File: config.mk
export PLATFORM = sky130hd
export DESIGN_NAME = md5_stream_hash
export DESIGN_NICKNAME = d
export VERILOG_FILES = /design/src/design/md5s_pkg.sv /design/src/design/md5_stream_hash.sv /design/src/design/md5s_round.sv
export SDC_FILE = /design/constraint.sdc
export NUM_CORES = 2
export LEC_CHECK = 0
export ABC_AREA = 1
export BUFFER_PORTS_ARGS = -buffer_cell sky130_fd_sc_hd__buf_2
export CORE_ASPECT_RATIO = 1.75
export CORE_MARGIN = 5
export CORE_UTILIZATION = 30
export CTS_CLUSTER_DIAMETER = 150
export DETAILED_ROUTE_END_ITERATION = 7
export GPL_TIMING_DRIVEN = 0
export SYNTH_ARGS = -nofsm -noshare
export SYNTH_HDL_FRONTEND = slang
export SYNTH_SLANG_ARGS = --single-unit
File: constraint.sdc
create_clock -name clk -period 22.9 [get_ports clk]
set_input_delay 0 -clock clk [delete_from_list [all_inputs] [get_ports clk]]
set_output_delay 0 -clock clk [all_outputs]
set_load 0.02 [all_outputs]
File: src/design/md5s_pkg.sv
`default_nettype none
package md5s_pkg;

    localparam logic [31:0] IV_A = 32'h67452301;
    localparam logic [31:0] IV_B = 32'hefcdab89;
    localparam logic [31:0] IV_C = 32'h98badcfe;
    localparam logic [31:0] IV_D = 32'h10325476;

    localparam logic OP_ABSORB = 1'b0;
    localparam logic OP_FINISH = 1'b1;

    typedef logic [31:0] word_t;

    // control from sequencer to round core
    typedef struct packed {
        logic start;
        logic step;
        logic [5:0] rnd;
        logic fold;
    } core_ctl_t;

    function automatic word_t round_k(input logic [5:0] i);
        word_t k;
        case (i)
            6'd0: k = 32'hd76aa478; 6'd1: k = 32'he8c7b756; 6'd2: k = 32'h242070db;
            6'd3: k = 32'hc1bdceee; 6'd4: k = 32'hf57c0faf; 6'd5: k = 32'h4787c62a;
            6'd6: k = 32'ha8304613; 6'd7: k = 32'hfd469501; 6'd8: k = 32'h698098d8;
            6'd9: k = 32'h8b44f7af; 6'd10: k = 32'hffff5bb1; 6'd11: k = 32'h895cd7be;
            6'd12: k = 32'h6b901122; 6'd13: k = 32'hfd987193; 6'd14: k = 32'ha679438e;
            6'd15: k = 32'h49b40821; 6'd16: k = 32'hf61e2562; 6'd17: k = 32'hc040b340;
            6'd18: k = 32'h265e5a51; 6'd19: k = 32'he9b6c7aa; 6'd20: k = 32'hd62f105d;
            6'd21: k = 32'h02441453; 6'd22: k = 32'hd8a1e681; 6'd23: k = 32'he7d3fbc8;
            6'd24: k = 32'h21e1cde6; 6'd25: k = 32'hc33707d6; 6'd26: k = 32'hf4d50d87;
            6'd27: k = 32'h455a14ed; 6'd28: k = 32'ha9e3e905; 6'd29: k = 32'hfcefa3f8;
            6'd30: k = 32'h676f02d9; 6'd31: k = 32'h8d2a4c8a; 6'd32: k = 32'hfffa3942;
            6'd33: k = 32'h8771f681; 6'd34: k = 32'h6d9d6122; 6'd35: k = 32'hfde5380c;
            6'd36: k = 32'ha4beea44; 6'd37: k = 32'h4bdecfa9; 6'd38: k = 32'hf6bb4b60;
            6'd39: k = 32'hbebfbc70; 6'd40: k = 32'h289b7ec6; 6'd41: k = 32'heaa127fa;
            6'd42: k = 32'hd4ef3085; 6'd43: k = 32'h04881d05; 6'd44: k = 32'hd9d4d039;
            6'd45: k = 32'he6db99e5; 6'd46: k = 32'h1fa27cf8; 6'd47: k = 32'hc4ac5665;
            6'd48: k = 32'hf4292244; 6'd49: k = 32'h432aff97; 6'd50: k = 32'hab9423a7;
            6'd51: k = 32'hfc93a039; 6'd52: k = 32'h655b59c3; 6'd53: k = 32'h8f0ccc92;
            6'd54: k = 32'hffeff47d; 6'd55: k = 32'h85845dd1; 6'd56: k = 32'h6fa87e4f;
            6'd57: k = 32'hfe2ce6e0; 6'd58: k = 32'ha3014314; 6'd59: k = 32'h4e0811a1;
            6'd60: k = 32'hf7537e82; 6'd61: k = 32'hbd3af235; 6'd62: k = 32'h2ad7d2bb;
            default: k = 32'heb86d391;
        endcase
        return k;
    endfunction

    function automatic logic [4:0] rot_amt(input logic [5:0] i);
        logic [4:0] s;
        case ({i[5:4], i[1:0]})
            4'd0: s = 5'd7;   4'd1: s = 5'd12;  4'd2: s = 5'd17;  4'd3: s = 5'd22;
            4'd4: s = 5'd5;   4'd5: s = 5'd9;   4'd6: s = 5'd14;  4'd7: s = 5'd20;
            4'd8: s = 5'd4;   4'd9: s = 5'd11;  4'd10: s = 5'd16; 4'd11: s = 5'd23;
            4'd12: s = 5'd6;  4'd13: s = 5'd10; 4'd14: s = 5'd15; default: s = 5'd21;
        endcase
        return s;
    endfunction

    // message word index used by round i
    function automatic logic [3:0] msg_idx(input logic [5:0] i);
        logic [3:0] g;
        case (i[5:4])
            2'd0: g = i[3:0];
            2'd1: g = 4'(i[3:0] * 4'd5 + 4'd1);
            2'd2: g = 4'(i[3:0] * 4'd3 + 4'd5);
            default: g = 4'(i[3:0] * 4'd7);
        endcase
        return g;
    endfunction

endpackage
`default_nettype wire

File: src/design/md5_stream_hash.sv
`default_nettype none
// absorb: one byte accepted per cycle while s_tready is high; the 64th byte of a block starts the rounds
// (load, first memory read, 64 rounds at one a cycle, fold into the chaining words)
// finish: padding and length writes, one or two compressions,
// then 4 digest words, one per cycle while m_tready is high; s_tready is low meanwhile
// reset: chaining words to the md5 iv, bit count to zero; block memory is not cleared
module md5_stream_hash (
    input  wire logic        clk,
    input  wire logic        rst_n,
    input  wire logic        s_tvalid,
    output logic             s_tready,
    input  wire logic [7:0]  s_tdata,  // data_byte[7:0]
    input  wire logic        s_tuser,  // opcode
    output logic             m_tvalid,
    input  wire logic        m_tready,
    output logic [31:0]      m_tdata,  // digest_word[31:0]
    output logic [1:0]       m_tuser,  // word_index[1:0]
    output logic             m_tlast   // last_word
);
    localparam logic [2:0] ST_IDLE = 3'd0;
    localparam logic [2:0] ST_PAD  = 3'd1;
    localparam logic [2:0] ST_LEN  = 3'd2;
    localparam logic [2:0] ST_RND  = 3'd3;
    localparam logic [2:0] ST_OUT  = 3'd4;

    logic [2:0] st_reg, st_next;
    logic [63:0] cnt_reg;
    logic [5:0] ptr_reg;       // byte pointer for padding
    logic [6:0] rc_reg;        // round counter, 66 = fold
    logic fin_reg;             // compression belongs to a finish
    logic two_reg;             // another block follows this compression
    logic [1:0] oi_reg;

    // message memory: 16 words with byte enables
    logic [31:0] mem [16];
    logic [31:0] rd_reg;
    logic        we;
    logic [3:0]  wa;
    logic [1:0]  wb;
    logic [7:0]  wd;
    logic [3:0]  ra;

    md5s_pkg::core_ctl_t ctl;
    md5s_pkg::word_t chain [4];
    logic reinit;

    md5s_round u_round (
        .clk(clk), .rst_n(rst_n), .ctl(ctl), .reinit(reinit), .m_word(rd_reg), .chain(chain)
    );

    wire s_acc = s_tvalid && s_tready;
    wire [5:0] fill = cnt_reg[8:3];

    assign s_tready = (st_reg == ST_IDLE);
    assign m_tvalid = (st_reg == ST_OUT);
    assign m_tdata  = chain[oi_reg];
    assign m_tuser  = oi_reg;
    assign m_tlast  = (oi_reg == 2'd3);
    wire m_acc = m_tvalid && m_tready;
    assign reinit = m_acc && m_tlast;

    // read address runs one round ahead of the core
    wire [5:0] rnd_rd = 6'(rc_reg - 7'd1);
    assign ra = md5s_pkg::msg_idx(rnd_rd);

    always_comb
    begin
        we = 1'b0;
        wa = ptr_reg[5:2];
        wb = ptr_reg[1:0];
        wd = 8'h00;
        if (st_reg == ST_IDLE && s_acc)
        begin
            we = 1'b1;
            wa = fill[5:2];
            wb = fill[1:0];
            wd = (s_tuser == md5s_pkg::OP_FINISH) ? 8'h80 : s_tdata;
        end
        else if (st_reg == ST_PAD)
        begin
            we = 1'b1;
        end
        else if (st_reg == ST_LEN)
        begin
            we = 1'b1;
            wd = cnt_reg[8 * ptr_reg[2:0] +: 8];
        end
    end

    always_ff @(posedge clk)
    begin
        if (we)
            mem[wa][8 * wb +: 8] <= wd;
        rd_reg <= mem[ra];
    end

    always_comb
    begin
        ctl.start = (st_reg == ST_RND) && (rc_reg == 7'd0);
        ctl.step  = (st_reg == ST_RND) && (rc_reg >= 7'd2) && (rc_reg <= 7'd65);
        ctl.rnd   = 6'(rc_reg - 7'd2);
        ctl.fold  = (st_reg == ST_RND) && (rc_reg == 7'd66);
    end

    always_comb
    begin
        st_next = st_reg;
        case (st_reg)
            ST_IDLE:
                if (s_acc)
                begin
                    if (s_tuser == md5s_pkg::OP_FINISH)
                        st_next = (fill == 6'd63) ? ST_RND
                                : ((fill == 6'd55) ? ST_LEN : ST_PAD);
                    else if (fill == 6'd63)
                        st_next = ST_RND;
                end
            ST_PAD:
                if (ptr_reg == 6'd55)
                    st_next = ST_LEN;
                else if (ptr_reg == 6'd63)
                    st_next = ST_RND;
            ST_LEN:
                if (ptr_reg == 6'd63)
                    st_next = ST_RND;
            ST_RND:
                if (rc_reg == 7'd66)
                    st_next = two_reg ? ST_PAD : (fin_reg ? ST_OUT : ST_IDLE);
            ST_OUT:
                if (reinit)
                    st_next = ST_IDLE;
            default: st_next = ST_IDLE;
        endcase
    end

    always_ff @(posedge clk or negedge rst_n)
    begin
        if (!rst_n)
        begin
            st_reg  <= ST_IDLE;
            cnt_reg <= '0;
            ptr_reg <= '0;
            rc_reg  <= '0;
            fin_reg <= 1'b0;
            two_reg <= 1'b0;
            oi_reg  <= '0;
        end
        else
        begin
            st_reg <= st_next;
            case (st_reg)
                ST_IDLE:
                    if (s_acc)
                    begin
                        rc_reg  <= '0;
                        ptr_reg <= 6'(fill + 6'd1);
                        oi_reg  <= '0;
                        if (s_tuser == md5s_pkg::OP_FINISH)
                        begin
                            fin_reg <= 1'b1;
                            // padding spills into a second block
                            two_reg <= (fill >= 6'd56);
                        end
                        else
                        begin
                            fin_reg <= 1'b0;
                            two_reg <= 1'b0;
                            cnt_reg <= cnt_reg + 64'd8;
                        end
                    end
                ST_PAD, ST_LEN:
                    ptr_reg <= ptr_reg + 6'd1;
                ST_RND:
                begin
                    rc_reg <= rc_reg + 7'd1;
                    if (rc_reg == 7'd66)
                    begin
                        rc_reg  <= '0;
                        two_reg <= 1'b0;
                        ptr_reg <= '0;
                    end
                end
                ST_OUT:
                    if (m_acc)
                    begin
                        oi_reg <= oi_reg + 2'd1;
                        if (m_tlast)
                            cnt_reg <= '0;
                    end
                default: ;
            endcase
        end
    end

`ifndef SYNTH
    a_rdy_idle: assert property (@(posedge clk) disable iff (!rst_n)
        s_tready |-> !m_tvalid) else $error("input ready while digest pending");
    a_out_order: assert property (@(posedge clk) disable iff (!rst_n)
        (m_acc && !m_tlast) |=> (m_tvalid && m_tuser == $past(m_tuser) + 2'd1))
        else $error("digest words out of order");
    a_fold_end: assert property (@(posedge clk) disable iff (!rst_n)
        ctl.fold |=> !(st_reg == ST_RND)) else $error("rounds continue after fold");
    a_cnt_zero: assert property (@(posedge clk) disable iff (!rst_n)
        reinit |=> cnt_reg == 64'd0) else $error("bit count not cleared");
`endif
endmodule
`default_nettype wire

File: src/design/md5s_round.sv
`default_nettype none
module md5s_round (
    input  wire logic                  clk,
    input  wire logic                  rst_n,
    input  wire md5s_pkg::core_ctl_t   ctl,
    input  wire logic                  reinit,
    input  wire md5s_pkg::word_t       m_word,
    output md5s_pkg::word_t            chain [4]
);
    md5s_pkg::word_t a_reg, b_reg, c_reg, d_reg;
    md5s_pkg::word_t h_reg [4];
    md5s_pkg::word_t f, t, rot, rot2;
    logic [4:0] s;

    always_comb
    begin
        case (ctl.rnd[5:4])
            2'd0: f = d_reg ^ (b_reg & (c_reg ^ d_reg));
            2'd1: f = c_reg ^ (d_reg & (b_reg ^ c_reg));
            2'd2: f = b_reg ^ c_reg ^ d_reg;
            default: f = c_reg ^ (b_reg | ~d_reg);
        endcase
        t = a_reg + f + m_word + md5s_pkg::round_k(ctl.rnd);
        s = md5s_pkg::rot_amt(ctl.rnd);
        rot2 = 32'((({t, t}) << s) >> 32);
        rot = rot2;
    end

    always_ff @(posedge clk or negedge rst_n)
    begin
        if (!rst_n)
        begin
            h_reg[0] <= md5s_pkg::IV_A;
            h_reg[1] <= md5s_pkg::IV_B;
            h_reg[2] <= md5s_pkg::IV_C;
            h_reg[3] <= md5s_pkg::IV_D;
        end
        else if (reinit)
        begin
            h_reg[0] <= md5s_pkg::IV_A;
            h_reg[1] <= md5s_pkg::IV_B;
            h_reg[2] <= md5s_pkg::IV_C;
            h_reg[3] <= md5s_pkg::IV_D;
        end
        else if (ctl.fold)
        begin
            h_reg[0] <= h_reg[0] + a_reg;
            h_reg[1] <= h_reg[1] + b_reg;
            h_reg[2] <= h_reg[2] + c_reg;
            h_reg[3] <= h_reg[3] + d_reg;
        end
    end

    always_ff @(posedge clk)
    begin
        if (ctl.start)
        begin
            a_reg <= h_reg[0];
            b_reg <= h_reg[1];
            c_reg <= h_reg[2];
            d_reg <= h_reg[3];
        end
        else if (ctl.step)
        begin
            a_reg <= d_reg;
            d_reg <= c_reg;
            c_reg <= b_reg;
            b_reg <= b_reg + rot;
        end
    end

    assign chain = h_reg;
endmodule
`default_nettype wire
==> impl_metrics.csv <==
group,metric,value,unit
status,status,"finished with violations",
status,violations,"max-capacitance violations, max-slew violations",
floorplan,core,187000,sq um
worst_setup_path,critPathMaxFanout,16,
logic_synthesis,synth.lib_cells_used.distinct,74,
logic_synthesis,synth_enable_flop_cells,640,
pwr,power.ir.vdd_worst,0.0656,mV
logic_synthesis,synthDominantAreaCellType,"sky130_fd_sc_hd__edfxtp_1",
timing,fmaxAchievable,0.0743,GHz
clocking,post-cts-setup-buffer-count,0,
global_route,largest_net_degree_at_the_start_of_global_routing,86,
clocking,cts.clk_slew.worst_paths,70,ps
worst_setup_path,critical_path.reg2reg.endpoint,"u_round.b_reg[22]",
logic_synthesis,synthTopCellsByArea,"sky130_fd_sc_hd__edfxtp_1, sky130_fd_sc_hd__nand2_1, sky130_fd_sc_hd__o21ai_0, sky130_fd_sc_hd__inv_1, sky130_fd_sc_hd__dfrtp_1",
global_route,antenna_found_initial,14,
logic_synthesis,syn-mean-instance-area,8.22,sq um
routing,vias_per_cell,5.58,
floorplan,boundaryPins,50,
clocking,cts_tree,"done",
worst_setup_path,worst_path_max_delay_cell,"sky130_fd_sc_hd__clkbuf_1",
logic_synthesis,synth_sequential_area_ratio,44.8,%
routing,drcViolationCount,0,
worst_setup_path,criticalPathCategory,"reg2reg",
worst_setup_path,setup.worst_path.end_class,"flop",
timing,slew_viol_final,31,
logic_synthesis,synthesis.instances,6834,
clocking,htreeDepth,3,
floorplan,die-width,337,um
clocking,clock_root_buffer,"sky130_fd_sc_hd__clkbuf_16",
logic_synthesis,yosys_warnings,0,
placement,gpl.final_weighted_congestion,1.05,
clocking,ctsHoldBuffers,8,
layout,synthToLayoutAreaGrowth,12.0,%
timing,finalSetupViolations,0,
pwr,power.total,0.00331,W
worst_setup_path,worstPathArrival,13980,ps
logic_synthesis,synth_area,56200,sq um
placement,detailed_place_hpwl,234,mm
routing,detail_route.first_pass.iterations,6,
routing,drtAntennaViolNets,0,
routing,drtIter0Drc,5049,
floorplan,die_area,196000,sq um
placement,post-place-cells,9336,
worst_setup_path,worst-r2r-setup-slack,9430,ps
layout,number_of_fill_cells,19800,
logic_synthesis,syn-num-nets,7132,
floorplan,die_height,582,um
layout,finish.cell_count_without_fillers,9523,
floorplan,number_of_placement_rows,210,
timing,grt_setup_unrepaired,"false",
floorplan,start_util,30.1,%
routing,drt_wl_total,290,mm
global_route,gr-total-overflow,0,
timing,min_period_over_period,58.8,%
timing,transition_time_of_the_tightest_slew_check_pin,1600,ps
global_route,globalRouteTotalUtil,28.6,%
clocking,worstSkewPairLatency,770,ps
layout,largest_register_ff_count,512,
logic_synthesis,ys_async_sr_fraction,23.7,%
job,maxCapViolCount,6,
min_path,min_delay_path_class,"in2async",
worst_setup_path,cp_data_required_time,23410,ps
timing,final.setup.tns,0,ps
clocking,cts_buffers,89,
global_route,vias_in_the_first_global_route,52000,
timing,relSlewSlack,-6.79,%
clocking,cts_num_sinks,881,
worst_setup_path,timing.critical_path.slowest_cell_delay,1130,ps
worst_setup_path,cpMostUsedCell,"sky130_fd_sc_hd__nand3_1",
clocking,cts_repair_resized_insts,0,
timing,finClkSkew,65.8,ps
routing,via_count_of_the_routed_design,53100,
logic_synthesis,synth.ff_latch_count,881,
pwr,power_per_cell_area,52.7,nW/um^2
worst_setup_path,worst_setup_sp_type,"flop",
worst_setup_path,regToRegStartpoint,"rc_reg[1]",
placement,port-buffer-count,49,
logic_synthesis,ys.flop_type,"sky130_fd_sc_hd__edfxtp_1",
routing,wl_per_cell,30.5,um
worst_setup_path,worst_r2r_path_depth,45,
layout,post_route_cells_drive_above_1_share,5.68,%
layout,number_of_nets_in_the_finished_design,7295,
logic_synthesis,post-synth-top-count-cell,"sky130_fd_sc_hd__nand2_1",
logic_synthesis,yosysTopAreaCellShare,34.2,%
timing,hold_viol,0,
timing,period_minus_slack,13470,ps
pwr,p_leak,26.3,nW
global_route,grt_first_pass_wirelength,396,mm
clocking,cts_max_path_buffers,3,
logic_synthesis,top_post_synthesis_cells_by_count,"sky130_fd_sc_hd__nand2_1, sky130_fd_sc_hd__inv_1, sky130_fd_sc_hd__o21ai_0, sky130_fd_sc_hd__edfxtp_1, sky130_fd_sc_hd__nand3_1",
power by group:
part,switching (W),internal [W]
clock network,0.000711,0.000838
registers,0.00000137,0.00169
logic,0.0000572,0.0000127
worst max-delay path by stage:
| stage | start | to | slack, ps | depth (start not counted) |
|---|---|---|---|---|
| floorplan | rc_reg[1] | u_round.b_reg[21] | 14650 | 50 |
| global placement | rc_reg[1] | u_round.b_reg[22] | 9450 | 46 |
| detailed placement | rc_reg[1] | u_round.b_reg[22] | 9510 | 50 |
| CTS | rc_reg[1] | u_round.b_reg[22] | 9500 | 50 |
| global route | rc_reg[1] | u_round.b_reg[22] | 9040 | 50 |
| finish | rc_reg[1] | u_round.b_reg[22] | 9430 | 45 |
final cells by class:
| type | instances | area [sq um] | share of cell area (%) |
|---|---|---|---|
| flip-flops and latches | 881 | 25200 | 40.0 |
| multi-input cells | 4662 | 26200 | 41.6 |
| inverters | 990 | 3720 | 5.91 |
| clock inverters | 55 | 609 | 0.968 |
| repair buffers | 72 | 581 | 0.923 |
| diodes | 12 | 30.0 | 0.0477 |
| well taps | 2438 | 3050 | 4.85 |
| clock buffers | 112 | 2410 | 3.82 |
| plain buffers | 301 | 1180 | 1.88 |
layer usage:
| metal | part of all wire, % | GRT usage [%] | wire length [um] | vias up |
|---|---|---|---|---|
| met5 | 0.031 | 0 | 90 | - |
| met4 | 12 | 26.3 | 33800 | 14 |
| met3 | 5.4 | 4.06 | 15700 | 960 |
| met2 | 51 | 52.3 | 149000 | 2547 |
| met1 | 32 | 27.4 | 92300 | 25700 |
| li1 | - | - | - | 23900 |
per-stage QoR:
stage               area (sq um)  setup WS (ps)  util, %  hold WS, ps
floorplan                  56200          14650        -         -296
finish                     62900           9430     33.7         82.9
global route               62900           9040     33.7         80.1
global placement           59500           9450     31.9          297
CTS                        62900           9500     33.7         46.0
detailed placement         59800           9510     32.0        -6.80
logic make-up (layout without fill, tap and decap cells):
kind of cell | after synthesis | after routing | synth area share, %
AND/OR/NAND/NOR | 2406 | 2406 | 18.5
AO/OA/AOI/OAI | 1838 | 1838 | 18.6
buffers and inverters | 1291 | 1530 | 8.72
flip-flops | 881 | 881 | 44.8
adder cells (fa/ha/maj) | 285 | 285 | 7.26
XOR/XNOR | 128 | 128 | 2.01
multiplexers | 5 | 5 | 0.0891
other | 0 | 12 | 0
critical path: cells and delay by family (launching register included):
family / cells / cell delay [ps]
buf+inv: 10 / 3410
compound gates: 13 / 3780
flops: 1 / 570
fa+ha+maj: 6 / 2610
simple gates: 16 / 2840
layout by cell type (no fill, tap or decap), types with 80 or more instances in the layout:
cell / n
sky130_fd_sc_hd__clkbuf_16: 91
sky130_fd_sc_hd__inv_1: 972
sky130_fd_sc_hd__nor2_1: 461
sky130_fd_sc_hd__nor3_1: 101
sky130_fd_sc_hd__ha_1: 217
sky130_fd_sc_hd__a21oi_1: 523
sky130_fd_sc_hd__edfxtp_1: 640
sky130_fd_sc_hd__o211ai_1: 179
sky130_fd_sc_hd__o22ai_1: 116
sky130_fd_sc_hd__xor2_1: 80
sky130_fd_sc_hd__nand3_1: 573
sky130_fd_sc_hd__clkbuf_1: 242
sky130_fd_sc_hd__buf_2: 90
sky130_fd_sc_hd__nand2_1: 1113
sky130_fd_sc_hd__dfrtp_1: 145
sky130_fd_sc_hd__o21ai_0: 787
Note: power is estimated with default switching activity, not from simulation.
